### config.mk
export PLATFORM = sky130hd
export DESIGN_NAME = banded_histogram_with_range
export DESIGN_NICKNAME = d
export VERILOG_FILES = /design/src/rtl/bhr_pkg.sv /design/src/rtl/banded_histogram_with_range.sv /design/src/rtl/bhr_ram.sv /design/src/rtl/bhr_cfg.sv /design/src/rtl/bhr_classify.sv
export VERILOG_INCLUDE_DIRS = /design/src /design/src/rtl
export SDC_FILE = /design/constraint.sdc
export NUM_CORES = 1
export LEC_CHECK = 0
export ABC_AREA = 1
export BUFFER_PORTS_ARGS = -buffer_cell sky130_fd_sc_hd__buf_2
export CORE_ASPECT_RATIO = 1.25
export CORE_MARGIN = 5
export CORE_UTILIZATION = 62
export DETAILED_ROUTE_END_ITERATION = 7
export HOLD_SLACK_MARGIN = 0.05
export PLACE_DENSITY = 0.92
export SYNTH_ARGS = -nofsm -noshare
export SYNTH_HDL_FRONTEND = slang
export SYNTH_HIERARCHICAL = 1
export SYNTH_SLANG_ARGS = --single-unit
### constraint.sdc
create_clock -name clk -period 3.35 [get_ports clk]
set_input_delay 0.1675 -clock clk [delete_from_list [all_inputs] [get_ports clk]]
set_output_delay 0.1675 -clock clk [all_outputs]
set_load 0.1 [all_outputs]
### src/rtl/assert_macros.svh
// ----------------------------------------------------------------------------
// assert_macros
// shared concurrent assertion macros, active-low reset disables
// ----------------------------------------------------------------------------
`ifndef ASSERT_MACROS_SVH
`define ASSERT_MACROS_SVH

// implication checked on every rising edge outside reset
`define ASSERT_IMP(lbl, clk, rst_n, ante, cons) \
  lbl: assert property (@(posedge clk) disable iff (!rst_n) (ante) |-> (cons)) \
    else $error("assertion lbl failed");

// condition that must hold on every rising edge outside reset
`define ASSERT_ALWAYS(lbl, clk, rst_n, cond) \
  lbl: assert property (@(posedge clk) disable iff (!rst_n) (cond)) \
    else $error("assertion lbl failed");

`endif

### src/rtl/bhr_pkg.sv
// ----------------------------------------------------------------------------
// bhr_pkg
// shared types and constants of the banded histogram
// ----------------------------------------------------------------------------
`default_nettype none

package bhr_pkg;

  localparam int NUM_BINS    = 8;
  localparam int COUNT_WIDTH = 20;
  localparam int NUM_EDGES   = 8;
  localparam int EDGE_W      = 16;
  localparam int IDX_W       = 3;
  localparam int IDXX_W      = IDX_W + 1;
  localparam int BIN_W       = 4;
  localparam int OUT_COUNT_W = 20;
  localparam int OCC_W       = 3;
  localparam int ADDR_W      = (NUM_BINS > 1) ? $clog2(NUM_BINS) : 1;
  localparam int REG_IDX_W   = $clog2(NUM_EDGES);
  localparam int CFG_ADDR_W  = REG_IDX_W + 2;
  localparam int CFG_DATA_W  = 32;
  localparam int OP_W        = 2;

  localparam logic [EDGE_W-1:0] EDGE_RESET = 16'h7FFF;

  typedef logic [EDGE_W-1:0] edge_t;
  typedef edge_t [NUM_EDGES-1:0] edge_arr_t;
  typedef logic [COUNT_WIDTH-1:0] count_t;

  typedef enum logic [OP_W-1:0] {
    OP_COUNT = 2'd0,
    OP_READ  = 2'd1,
    OP_CLEAR = 2'd2,
    OP_RANGE = 2'd3
  } op_t;

  // item held in the read-modify-write stage
  typedef struct packed {
    op_t               op;
    logic [BIN_W-1:0]  bin;
    logic [ADDR_W-1:0] addr;
    logic              counted;
    logic              idx_ok;
  } rmw_item_t;

  // one result item
  typedef struct packed {
    logic              all_empty;
    logic [OCC_W-1:0]  last_occupied;
    logic [OCC_W-1:0]  first_occupied;
    logic [OUT_COUNT_W-1:0] count;
    logic [BIN_W-1:0]  bin;
  } result_t;

endpackage

`default_nettype wire

### src/rtl/banded_histogram_with_range.sv
// ----------------------------------------------------------------------------
// banded_histogram_with_range
// histogram with programmable upper bin edges, counters kept in a ram
// ----------------------------------------------------------------------------
// channel  | dir | handshake          | payload
// in       | in  | in_tvalid/tready   | tdata: sample, bin_index; tuser: operation
// out      | out | out_tvalid/tready  | tdata: bin, count, first, last, all_empty
// cfg      | in  | apb psel/penable   | edge_0 .. edge_7 at byte address 4*i
//
// one item per cycle unless the output stalls; a result is offered from the output
// register after the rmw stage (compare and ram read at the transfer edge, then
// read-modify-write into it). one counter read and one write per cycle set the rate; a
// write forwarded to the next read of the same bin keeps back-to-back counting exact.
// reset clears per-bin valid and occupied flags at once, no clearing pass.
// a stalled output holds the rmw stage; input stalls only when both are full.
// ----------------------------------------------------------------------------
`default_nettype none

`include "assert_macros.svh"

module banded_histogram_with_range
  import bhr_pkg::*;
(
  input  wire logic                  clk,
  input  wire logic                  rst_n,
  input  wire logic                  in_tvalid,
  output logic                       in_tready,
  input  wire logic [23:0]           in_tdata,   // sample[15:0], bin_index[18:16]
  input  wire logic [OP_W-1:0]       in_tuser,   // operation[1:0]
  output logic                       out_tvalid,
  input  wire logic                  out_tready,
  output logic [31:0]                out_tdata,  // bin[3:0], count[23:4],
                                                 // first_occupied[26:24],
                                                 // last_occupied[29:27], all_empty[30]
  input  wire logic                  cfg_psel,
  input  wire logic                  cfg_penable,
  input  wire logic                  cfg_pwrite,
  input  wire logic [CFG_ADDR_W-1:0] cfg_paddr,
  input  wire logic [CFG_DATA_W-1:0] cfg_pwdata,
  output logic      [CFG_DATA_W-1:0] cfg_prdata,
  output logic                       cfg_pready
);

  localparam count_t COUNT_MAX = '1;

  edge_arr_t          edges;
  logic               in_acc;
  op_t                in_op;
  logic [EDGE_W-1:0]  in_sample;
  logic [IDX_W-1:0]   in_idx;
  logic [BIN_W-1:0]   cls_bin;
  rmw_item_t          item_in;

  logic               s1_vld_r;
  rmw_item_t          s1_r;
  logic               s1_adv;
  logic               hit_r;
  count_t             fwd_r;
  count_t             rdata;
  count_t             cur;
  count_t             inc;
  logic               we;
  logic [NUM_BINS-1:0] valid_r;
  logic [NUM_BINS-1:0] occ_r;
  result_t            res;
  result_t            out_r;
  logic               out_vld_r;
  logic [OCC_W-1:0]   first_c;
  logic [OCC_W-1:0]   last_c;

  bhr_cfg u_cfg (
    .clk     (clk),
    .rst_n   (rst_n),
    .psel    (cfg_psel),
    .penable (cfg_penable),
    .pwrite  (cfg_pwrite),
    .paddr   (cfg_paddr),
    .pwdata  (cfg_pwdata),
    .prdata  (cfg_prdata),
    .pready  (cfg_pready),
    .edges   (edges)
  );

  // stage 0: classify and issue the counter read
  assign in_sample = in_tdata[EDGE_W-1:0];
  assign in_idx    = in_tdata[EDGE_W+IDX_W-1:EDGE_W];
  assign in_op     = op_t'(in_tuser);

  bhr_classify u_cls (
    .sample (in_sample),
    .edges  (edges),
    .bin    (cls_bin)
  );

  always_comb begin
    item_in.op      = in_op;
    item_in.counted = (in_op == OP_COUNT) && (cls_bin != BIN_W'(NUM_BINS));
    item_in.idx_ok  = {1'b0, in_idx} < IDXX_W'(NUM_BINS);
    if (in_op == OP_COUNT) begin
      item_in.bin  = cls_bin;
      item_in.addr = cls_bin[ADDR_W-1:0];
    end else begin
      item_in.bin  = BIN_W'(in_idx);
      item_in.addr = in_idx[ADDR_W-1:0];
    end
  end

  assign s1_adv    = s1_vld_r && (!out_vld_r || out_tready);
  assign in_tready = !s1_vld_r || s1_adv;
  assign in_acc    = in_tvalid && in_tready;

  bhr_ram #(
    .WIDTH (COUNT_WIDTH),
    .DEPTH (NUM_BINS)
  ) u_ram (
    .clk     (clk),
    .we      (we),
    .waddr   (s1_r.addr),
    .wdata   (inc),
    .re      (in_acc),
    .raddr   (item_in.addr),
    .rdata_r (rdata)
  );

  // stage 1: read-modify-write; forwarded value covers a write at the read edge
  always_comb begin
    if (hit_r) begin
      cur = fwd_r;
    end else if (valid_r[s1_r.addr]) begin
      cur = rdata;
    end else begin
      cur = '0;
    end
    inc = (cur == COUNT_MAX) ? cur : cur + count_t'(1);
    we  = s1_adv && s1_r.counted;
  end

  always_comb begin
    first_c = '0;
    last_c  = OCC_W'(NUM_BINS - 1);
    for (int i = NUM_BINS - 1; i >= 0; i--) begin
      if (occ_r[i]) begin
        first_c = OCC_W'(i);
      end
    end
    for (int i = 0; i < NUM_BINS; i++) begin
      if (occ_r[i]) begin
        last_c = OCC_W'(i);
      end
    end
  end

  always_comb begin
    res = '0;
    unique case (s1_r.op)
      OP_COUNT: begin
        res.bin = s1_r.bin;
        if (s1_r.counted) begin
          res.count = OUT_COUNT_W'(inc);
        end
      end
      OP_READ: begin
        res.bin = s1_r.bin;
        if (s1_r.idx_ok) begin
          res.count = OUT_COUNT_W'(cur);
        end
      end
      OP_CLEAR: begin
        res = '0;
      end
      OP_RANGE: begin
        res.first_occupied = first_c;
        res.last_occupied  = last_c;
        res.all_empty      = (occ_r == '0);
      end
      default: begin
        res = '0;
      end
    endcase
  end

  always_ff @(posedge clk) begin
    if (!rst_n) begin
      s1_vld_r  <= 1'b0;
      hit_r     <= 1'b0;
      valid_r   <= '0;
      occ_r     <= '0;
      out_vld_r <= 1'b0;
    end else begin
      if (in_acc) begin
        s1_vld_r <= 1'b1;
        hit_r    <= we && (s1_r.addr == item_in.addr);
      end else if (s1_adv) begin
        s1_vld_r <= 1'b0;
        hit_r    <= 1'b0;
      end
      if (s1_adv && (s1_r.op == OP_CLEAR)) begin
        valid_r <= '0;
        occ_r   <= '0;
      end else if (we) begin
        valid_r[s1_r.addr] <= 1'b1;
        occ_r[s1_r.addr]   <= 1'b1;
      end
      if (s1_adv) begin
        out_vld_r <= 1'b1;
      end else if (out_tready) begin
        out_vld_r <= 1'b0;
      end
    end
  end

  // payload registers
  always_ff @(posedge clk) begin
    if (in_acc) begin
      s1_r  <= item_in;
      fwd_r <= inc;
    end
    if (s1_adv) begin
      out_r <= res;
    end
  end

  assign out_tvalid = out_vld_r;
  assign out_tdata  = 32'(out_r);

  `ASSERT_IMP(a_ready_when_out_free, clk, rst_n, !out_vld_r, in_tready)
  `ASSERT_IMP(a_write_nonzero, clk, rst_n, we, inc != '0)
  `ASSERT_ALWAYS(a_valid_implies_occ, clk, rst_n, (valid_r & ~occ_r) == '0)
  `ASSERT_IMP(a_hit_needs_item, clk, rst_n, hit_r, s1_vld_r)

endmodule

`default_nettype wire

### src/rtl/bhr_ram.sv
// ----------------------------------------------------------------------------
// bhr_ram
// generic single-write, single-read ram with registered read data
// ----------------------------------------------------------------------------
`default_nettype none

module bhr_ram #(
  parameter int WIDTH = 8,
  parameter int DEPTH = 8
) (
  input  wire logic                                     clk,
  input  wire logic                                     we,
  input  wire logic [((DEPTH > 1) ? $clog2(DEPTH) : 1)-1:0] waddr,
  input  wire logic [WIDTH-1:0]                         wdata,
  input  wire logic                                     re,
  input  wire logic [((DEPTH > 1) ? $clog2(DEPTH) : 1)-1:0] raddr,
  output logic      [WIDTH-1:0]                         rdata_r
);

  logic [WIDTH-1:0] mem [DEPTH];

  always_ff @(posedge clk) begin
    if (we) begin
      mem[waddr] <= wdata;
    end
    if (re) begin
      rdata_r <= mem[raddr];
    end
  end

endmodule

`default_nettype wire

### src/rtl/bhr_cfg.sv
// ----------------------------------------------------------------------------
// bhr_cfg
// apb register file holding the upper bin edges
// ----------------------------------------------------------------------------
`default_nettype none

module bhr_cfg
  import bhr_pkg::*;
(
  input  wire logic                  clk,
  input  wire logic                  rst_n,
  input  wire logic                  psel,
  input  wire logic                  penable,
  input  wire logic                  pwrite,
  input  wire logic [CFG_ADDR_W-1:0] paddr,
  input  wire logic [CFG_DATA_W-1:0] pwdata,
  output logic      [CFG_DATA_W-1:0] prdata,
  output logic                       pready,
  output edge_arr_t                  edges
);

  edge_arr_t             edge_r;
  logic [REG_IDX_W-1:0]  reg_idx;
  logic                  wr_en;

  assign pready  = 1'b1;
  assign reg_idx = paddr[CFG_ADDR_W-1:2];
  assign wr_en   = psel && penable && pwrite && pready;

  always_ff @(posedge clk) begin
    if (!rst_n) begin
      for (int i = 0; i < NUM_EDGES; i++) begin
        edge_r[i] <= EDGE_RESET;
      end
    end else if (wr_en) begin
      edge_r[reg_idx] <= pwdata[EDGE_W-1:0];
    end
  end

  // read back sign extended
  assign prdata = CFG_DATA_W'($signed(edge_r[reg_idx]));
  assign edges  = edge_r;

endmodule

`default_nettype wire

### src/rtl/bhr_classify.sv
// ----------------------------------------------------------------------------
// bhr_classify
// parallel edge compare picking the lowest bin whose edge covers the sample
// ----------------------------------------------------------------------------
`default_nettype none

module bhr_classify
  import bhr_pkg::*;
(
  input  wire logic [EDGE_W-1:0] sample,
  input  wire edge_arr_t         edges,
  output logic      [BIN_W-1:0]  bin
);

  logic [NUM_BINS-1:0] hit;

  always_comb begin
    for (int i = 0; i < NUM_BINS; i++) begin
      hit[i] = $signed(sample) <= $signed(edges[i]);
    end
    // above every edge reports one past the last bin
    bin = BIN_W'(NUM_BINS);
    for (int i = NUM_BINS - 1; i >= 0; i--) begin
      if (hit[i]) begin
        bin = BIN_W'(i);
      end
    end
  end

endmodule

`default_nettype wire

# == Word level (Yosys, flattened, before mapping) ==
# Memory sizes are Yosys's and may differ from the RTL's. A register that Yosys moved wholly into a read port is not among the register bits.
# Index checks and enable logic that the tools add are counted.
# op_classes
muxes,45
addsub,1
n_eq_ne,6
n_reduce_logical,23
n_lt_le_gt_ge,12
bitwise_logic,4
# ops
operator,count
bitwise mux 128 bit,1
less-or-equal comparator 16 bit,8
2-to-1 mux 20 bit,4
binary-select mux 16 bit (select 3 bit),1
demux 16 bit (select 3 bit),1
case mux 24 bit (2 select lines),1
2-to-1 mux 3 bit,12
2-to-1 mux 16 bit,2
2-to-1 mux 4 bit,8
adder 20 x 1 -> 20 bit (second input constant),1
equality test 20 bit (second input constant),1
OR 8 bit,2
logical AND 1 bit,10
2-to-1 mux 1 bit,10
zero test 8 bit,1
less-than comparator 3 x 4 -> 1 bit (second input constant),2
>= comparator 3 x 1 -> 1 bit (second input constant),2
2-to-1 mux 6 bit,1
OR reduction 5 bit,1
equality test 2 bit (second input constant),2
zero test 2 bit,2
2-to-1 mux 2 bit,2
!= test 4 bit (second input constant),1
nonzero test 2 bit,2
other kinds (9),13
# word_totals
regBits,208
in_bits,70
mem_bits_rw,160
word_cells,118
memories,1
# mem_list
name,depth,word_bits,read_ports,rd_clocked_by_memory_dff,wr,line,source
u_ram.mem,8,20,1,1,1,bhr_ram.sv:20,logic [WIDTH-1:0] mem [DEPTH];

# == Longest topological paths before layout ==
# Gate-level depths: netlist (run 1).
# logic_depth
ltp_word,13
mapped_depth,30
mapped_depth_nobuf,28

# == Hierarchy ==
# The synthesis (run 1) kept the hierarchy.
# by_module_without_submodules
module,seq_area_each_um2,n_inst,cells_each,area_each_um2
bhr_ram,5405.2,1,730,7659.8
bhr_cfg,2562.5,1,983,6180.9
banded_histogram_with_range,2122.0,1,501,4086.4
bhr_classify,0.0,1,558,3517.1

# == Worst setup path before layout (run 1) ==
# No wires, ideal clock.
# synth_path
path_kind,register to register
startpoint,"register out_vld_r, in the netlist out_tvalid"
endpoint,"register fwd_r[0], enable pin"
arrival_time_ns,3.536
n_path_buf,0
setup_slack_ns,-0.587
stages_incl_launch_ff,8
path_cell_list,dfxtp_1 -> nand2_1 -> nand2_1 -> inv_1 -> a21oi_1 -> nand2_1 -> nand2_1 -> inv_1
# synth_via
elab_chain_len,5
# synth_lines
element,line,source
start: declaration,banded_histogram_with_range.sv:67,logic out_vld_r;
start signal: assignment,banded_histogram_with_range.sv:188,out_vld_r <= 1'b0;
start signal: assignment,banded_histogram_with_range.sv:205,out_vld_r <= 1'b1;
start signal: assignment,banded_histogram_with_range.sv:207,out_vld_r <= 1'b0;
zero test 1 bit,banded_histogram_with_range.sv:108,assign s1_adv = s1_vld_r && (!out_vld_r || out_tready);
logical OR 1 bit,banded_histogram_with_range.sv:108,
logical AND 1 bit,banded_histogram_with_range.sv:108,
named net s1_adv,banded_histogram_with_range.sv:56,logic s1_adv;
logical OR 1 bit,banded_histogram_with_range.sv:109,assign in_tready = !s1_vld_r || s1_adv;
named net in_tready,banded_histogram_with_range.sv:27,"output logic in_tready,"
logical AND 1 bit,banded_histogram_with_range.sv:110,assign in_acc = in_tvalid && in_tready;
named net in_acc,banded_histogram_with_range.sv:47,logic in_acc;
end signal: assignment,banded_histogram_with_range.sv:216,fwd_r <= inc;
end: declaration,banded_histogram_with_range.sv:58,count_t fwd_r;
# The timed path passes the listed nets, and every way through them passes these cells.
# A chain may end at the register's enable or synchronous reset.

==> qor.yml, run 1 <==
min_period_ns: 3.480
syn_inst: 2772
finalNetCount: 3081
seq_area_frac_synth_pct: 47.05
vias_per_cell: 5.802
grt_util_all_layers_pct: 31.76
cp_cell_sequence: "inv_1 -> ha_1 -> a21oi_2 -> nor2_1 -> nor2_1 -> nand2_2 -> nand2_1 -> nand2_1 -> nand2_1 -> nand2_1 -> nor2_2 -> buf_4 -> buf_4 -> nand4_2 -> nor2_2 -> nor2_1 -> inv_1 -> nand2_1 -> o21ai_0 -> inv_1 -> inv_1 -> buf_4 -> nand2_1 -> nand2_1"
synth_cell_types: 49
route.detailed.drc: 0
grt_pass1_vias: 19320
synth_top_area_share_pct: 33.33
status: "finished with violations"
diodes: 0
grt_pass1_wl_um: 97280
fin_tns_setup_ns: -0.5776
layout_commonest_cell: "nand2_1"
power_density_mw_per_mm2: 479.6
layout_common_cells: "nand2_1, inv_1, nand3_1, edfxtp_1, dfxtp_1"
postLayoutCellArea_mm2: 0.02460
hold_viol: 0
critPathKind: "reg2reg"
max_freq_ghz: 0.2874
power_switching_uw: 3329
maxCapViolCount: 0
antenna_left: 0
area_growth_pct: 14.70
relSlewSlack_pct: 22.45
critPathMaxStageDelay_ns: 0.36
die_y_um: 217.9
first_iter_violations: 2382
rsz0062_at_grt: "true"
hold_path_class: "in2reg"
period_share_pct: 103.9
cts_root_buf: "clkbuf_16"
synth_edf_count: 238
cts_tree: "done"
hold_ws_ns: 0.1331
clock_sinks: 385
fin_worst_skew_ns: 0.01783
vias: 19621
finalSetupViolCount: 16
syn_nets: 2971
hpwl_um: 41140
synth_warnings: 6
clk_latency_ns: 0.55
grt_max_degree: 72
boundaryPins: 137
setup_ws_ns: -0.1298
layout-drive-gt1-share_pct: 14.24
seqPwrFrac_pct: 44.5
syn-cell-area_mm2: 0.02144
clkTransAtPathRegs_ns: 0.07
p_int_uw: 8468
port_buffers: 111
antenna_found_initial: 0
syn_area_per_cell_um2: 7.736
total_power_uw: 11800
grt-ovfl-total: 0
cts_max_level: 2
drt-wirelength-per-cell_um: 19.39
synth_ff_type: "edfxtp_1"
placed_cell_area_mm2: 0.02238
synthArstFlopShare_pct: 0
drt-total-wl_um: 65580
leakage_uw: 0.01298
p_comb_share_pct: 15.6
cts_max_path_buffers: 3
tightest_slew_ns: 1.163
rows: 76
coreArea_mm2: 0.03433
cts_buffers: 41
firstDrtPassIters: 6
cpMostUsedCell: "nand2_1"
cp-end-kind: "flop"
utilization_pct: 71.65
cp.arrival_ns: 3.89
cp_slowest_cell: "dfxtp_1"
dieArea_mm2: 0.03843
peakVddDrop_uv: 435.6
violations: "setup timing"
sw_frac_of_total_pct: 28.22
start_kind: "flop"
synth.ff_latch_count: 385
crit_path_max_fanout: 20
yosys-top-cells-area: "edfxtp_1, nand2_1, dfxtp_1"
place.gp.congestion: 0.9827
final_max_slew_viol_count: 0
dieWidth_um: 176.3
clock_power_share_pct: 39.8
synth_top_area_cell: "edfxtp_1"
initial_core_util_pct: 62.47
crit_required_ns: 3.76
[metrics by stage]
step	instances	worst slack, ns
after floorplan	2772	0.06918
after global placement	3268	0.08369
after detailed placement	3268	-0.01597
after CTS	3365	0.0003837
after global routing	3382	-0.2295
final	3382	-0.1298
[critical path: cells and delay by family, from the launching register on]
kind / cells / cell delay (ns)
AOI/OAI and AO/OA: 2 / 0.30
adders and majority gates: 1 / 0.23
buffers and inverters: 7 / 1.03
DFF: 1 / 0.36
and+or+nand+nor: 14 / 1.41
[per-layer routing]
layer  up-vias  GRT usage, %  part of all wire, %
li1       8962             -                    -
met4         0         21.21                  8.1
met3       359         4.578                  8.5
met5         -             0                    0
met2      1279         56.77                   50
met1      9021         34.86                   34
[area by class of cell]
| class | count | area (um2) |
|---|---|---|
| Clock buffer | 56 | 1144 |
| Timing Repair Buffer | 201 | 1555 |
| Clock inverter | 19 | 231.5 |
| Fill cell | 2394 | 9732 |
| Inverter | 401 | 1521 |
| Multi-Input combinational cell | 1852 | 9440 |
| Tap cell | 468 | 585.6 |
| Sequential cell | 385 | 10120 |
[synth_stat cells, types with 21 or more instances]
cell	number
nand2_1	1085
inv_1	388
nand3_1	253
edfxtp_1	238
dfxtp_1	147
ha_1	129
nor2_1	124
a21oi_1	66
o21ai_0	55
buf_2	45
clkbuf_1	43
buf_4	26
o21ai_1	21
[kinds of logic (layout without fill, tap and decap cells)]
| family | count (synthesis) | in the layout | synth area share, % |
|---|---|---|---|
| and+or+nand+nor | 1536 | 1536 | 29.82 |
| buffers and inverters | 535 | 677 | 10.58 |
| DFF | 385 | 385 | 47.05 |
| AOI/OAI and AO/OA | 181 | 181 | 4.825 |
| adders and majority gates | 129 | 129 | 7.527 |
| xor gates and xnor gates | 4 | 4 | 0.1634 |
| other | 2 | 2 | 0.03502 |
[flip-flops by register name, summed over array words and instances (netlist names)]
signal         flops
out_tdata         31
hit_r              1
s1_vld_r           1
fwd_r             20
u_cfg/edges      128
occ_r              8
s1_r               7
u_ram/mem        160
out_tvalid         1
u_ram/rdata_r     20
valid_r            8
[power groups by stage]
stage               Combinational, uW  Sequential, uW  Clock (uW)
finish                           1850            5250        4700
global route                     1960            5260        4940
CTS                              1680            5250        4700
detailed placement               1620            5350           0
global placement                 1550            5340           0
floorplan                        1020            5490           0
[worst paths after layout]
check	slack (ns)	cells after the start	end	startpoint
max	-0.13	24	u_ram/rdata_r[6]	u_cfg/edges[100]
min	0.13	2	u_cfg/edges[82]	rst_n
max reg2reg	-0.13	24	u_ram/rdata_r[6]	u_cfg/edges[100]
min reg2reg	0.47	2	u_cfg/edges[65]	u_cfg/edges[65]
[repair_timing]
action	4_1_cts	5_1_grt
setup endpoints to repair	14	52
endpoints found under the hold margin	122	0
cloned	1	9
hold buffers	19	0
buffers inserted	2	9
pin swaps	3	30
gates resized for setup	7	84
No activity file was read; power rests on OpenSTA's default activity.
==> run 2: changes to the inputs <==
- SKIP_LAST_GASP: not set -> 1
==> qor.yml, run 2 (synthesized netlist as in run 1, its figures left out) <==
hold_viol: 0  # unchanged
port_buffers: 111  # unchanged
status: "finished with violations"  # unchanged
layout.area.seq_mm2: 0.01012  # unchanged
initial_core_util_pct: 62.47  # unchanged
crit_required_ns: 3.76  # about the same
firstDrtPassIters: 6  # unchanged
layout_commonest_cell: "nand2_1"  # unchanged
place.gp.congestion: 0.9827  # unchanged
grt_pass1_wl_um: 97280  # unchanged
grt_max_degree: 72  # unchanged
setup_ws_ns: -0.1845  # was -0.1298 ns
multiInputGateArea_mm2: 0.009433  # was 0.009440 mm2
antenna_found_initial: 0  # unchanged
vias_per_cell: 5.806  # was 5.802
first_iter_violations: 2326  # was 2,382
cts_max_level: 2  # unchanged
period_share_pct: 105.5  # was 103.9%
critPathKind: "reg2reg"  # unchanged
crit_path_max_fanout: 20  # unchanged
area_growth_pct: 14.66  # was 14.70%
max_freq_ghz: 0.2829  # was 0.2874 GHz
vias: 19635  # was 19,621
min_period_ns: 3.535  # was 3.480 ns
cts_buffers: 41  # unchanged
hpwl_um: 41140  # unchanged
start_kind: "flop"  # unchanged
clk_latency_ns: 0.55  # about the same
leakage_uw: 0.01298  # about the same
dieArea_mm2: 0.03843  # unchanged
diodes: 0  # unchanged
layout-drive-gt1-share_pct: 14.10  # was 14.24%
maxCapViolCount: 0  # unchanged
instances_no_fill: 3382  # unchanged
violations: "setup timing"  # unchanged
layout_common_cells: "nand2_1, inv_1, nand3_1, edfxtp_1, dfxtp_1"  # unchanged
finalNetCount: 3081  # unchanged
fin_worst_skew_ns: 0.02143  # was 0.01783 ns
grt-ovfl-total: 0  # unchanged
top_register: "u_ram/mem"  # unchanged
fillers: 2396  # was 2,394
rsz0062_at_grt: "true"  # unchanged
dieWidth_um: 176.3  # unchanged
drt-total-wl_um: 65530  # was 65,580 um
tightest_slew_ns: 1.170  # was 1.163 ns
peakVddDrop_uv: 434.0  # was 435.6 uV
hold_ws_ns: 0.1351  # was 0.1331 ns
clock_sinks: 385  # unchanged
cp-end-kind: "flop"  # unchanged
largest_reg_flops: 160  # unchanged
cp.arrival_ns: 3.95  # was 3.89 ns
boundaryPins: 137  # unchanged
dp_cells: 3268  # unchanged
route.detailed.drc: 0  # unchanged
die_y_um: 217.9  # unchanged
antenna_left: 0  # unchanged
cts_root_buf: "clkbuf_16"  # unchanged
finalSetupViolCount: 21  # was 16
cts_tree: "done"  # unchanged
grt_pass1_vias: 19320  # unchanged
final_max_slew_viol_count: 0  # unchanged
relSlewSlack_pct: 21.86  # was 22.45%
power_density_mw_per_mm2: 479.9  # was 479.6 mW/mm2
cts_max_path_buffers: 3  # unchanged
utilization_pct: 71.63  # was 71.65%
drt-wirelength-per-cell_um: 19.38  # was 19.39 um
grt_util_all_layers_pct: 31.76  # unchanged
rows: 76  # unchanged
clkTransAtPathRegs_ns: 0.07  # about the same
coreArea_mm2: 0.03433  # unchanged
hold_path_class: "in2reg"  # unchanged
==> run 2: cell counts in the layout (fill, tap and decap cells not counted) <==
Identical to the previous run, type by type.
==> run 2: critical path, cell delays in order (launching register included) <==
cell and delay, ns:
dfxtp_1 0.36, inv_1 0.09, ha_1 0.23, a21oi_2 0.14, nor2_1 0.07, nor2_1 0.15
nand2_2 0.10, nand2_1 0.09, nand2_1 0.06, nand2_1 0.06, nand2_1 0.05, nor2_2 0.12
buf_4 0.13, buf_4 0.10, nand4_2 0.13, nor2_2 0.16, nor2_1 0.05, inv_1 0.15
nand2_1 0.09, o21ai_0 0.18, inv_1 0.18, inv_1 0.09, buf_4 0.31, nand2_1 0.16
nand2_1 0.13
==> run 2: final cells by class <==
| type | count | area share, % |
|---|---|---|
| Tap cell | 468 | 2.381 |
| Sequential cell | 385 | 41.15 |
| Multi-Input combinational cell | 1852 | 38.36 |
| Timing Repair Buffer | 201 | 6.325 |
| Clock buffer | 56 | 4.651 |
| Inverter | 401 | 6.188 |
| Clock inverter | 19 | 0.9414 |
==> run 2: timing repair <==
item / in CTS / in global routing
buffers inserted: 2 / 9
endpoints found under the setup margin: 14 / 52
endpoints found under the hold margin: 122 / 0
gates cloned: 1 / 9
gates resized for setup: 7 / 80
hold buffers: 19 / 0
pin swaps: 3 / 30
==> run 2: worst paths after layout <==
path                         start               end  slack, ns  cells after the start
setup / recovery  u_cfg/edges[100]  u_ram/rdata_r[6]      -0.18                     24
hold / removal               rst_n   u_cfg/edges[82]       0.14                      2
setup reg to reg  u_cfg/edges[100]  u_ram/rdata_r[6]      -0.18                     24
hold reg to reg   u_cfg/edges[101]  u_cfg/edges[101]       0.47                      2
==> run 2: stage by stage <==
step	instance area (um2)	TNS [ns]	worst slack (ns)	total power (uW)
6_report	24590	-1.516	-0.1845	11800
4_1_cts	24020	0	0.0003837	11640
2_1_floorplan	21450	0	0.06918	6517
3_3_place_gp	22380	0	0.08369	6898
5_1_grt	24590	-3.060	-0.2333	12160
3_5_place_dp	22380	-0.03036	-0.01597	6968
==> run 2: per-layer routing <==
metal / global-route usage, % / share of wire (%) / wire length [um] / vias up
li1: - / - / - / 8968
met1: 34.86 / 34 / 22230 / 9052
met2: 56.77 / 50 / 32520 / 1267
met3: 4.578 / 8.5 / 5602 / 348
met4: 21.21 / 7.9 / 5173 / 0
met5: 0 / 0 / 0 / -
==> run 2: power by group <==
group          internal, uW  total, uW  switching (uW)
Sequential             5190       5250            55.8
Combinational           488       1850            1360
Clock                  2780       4700            1920
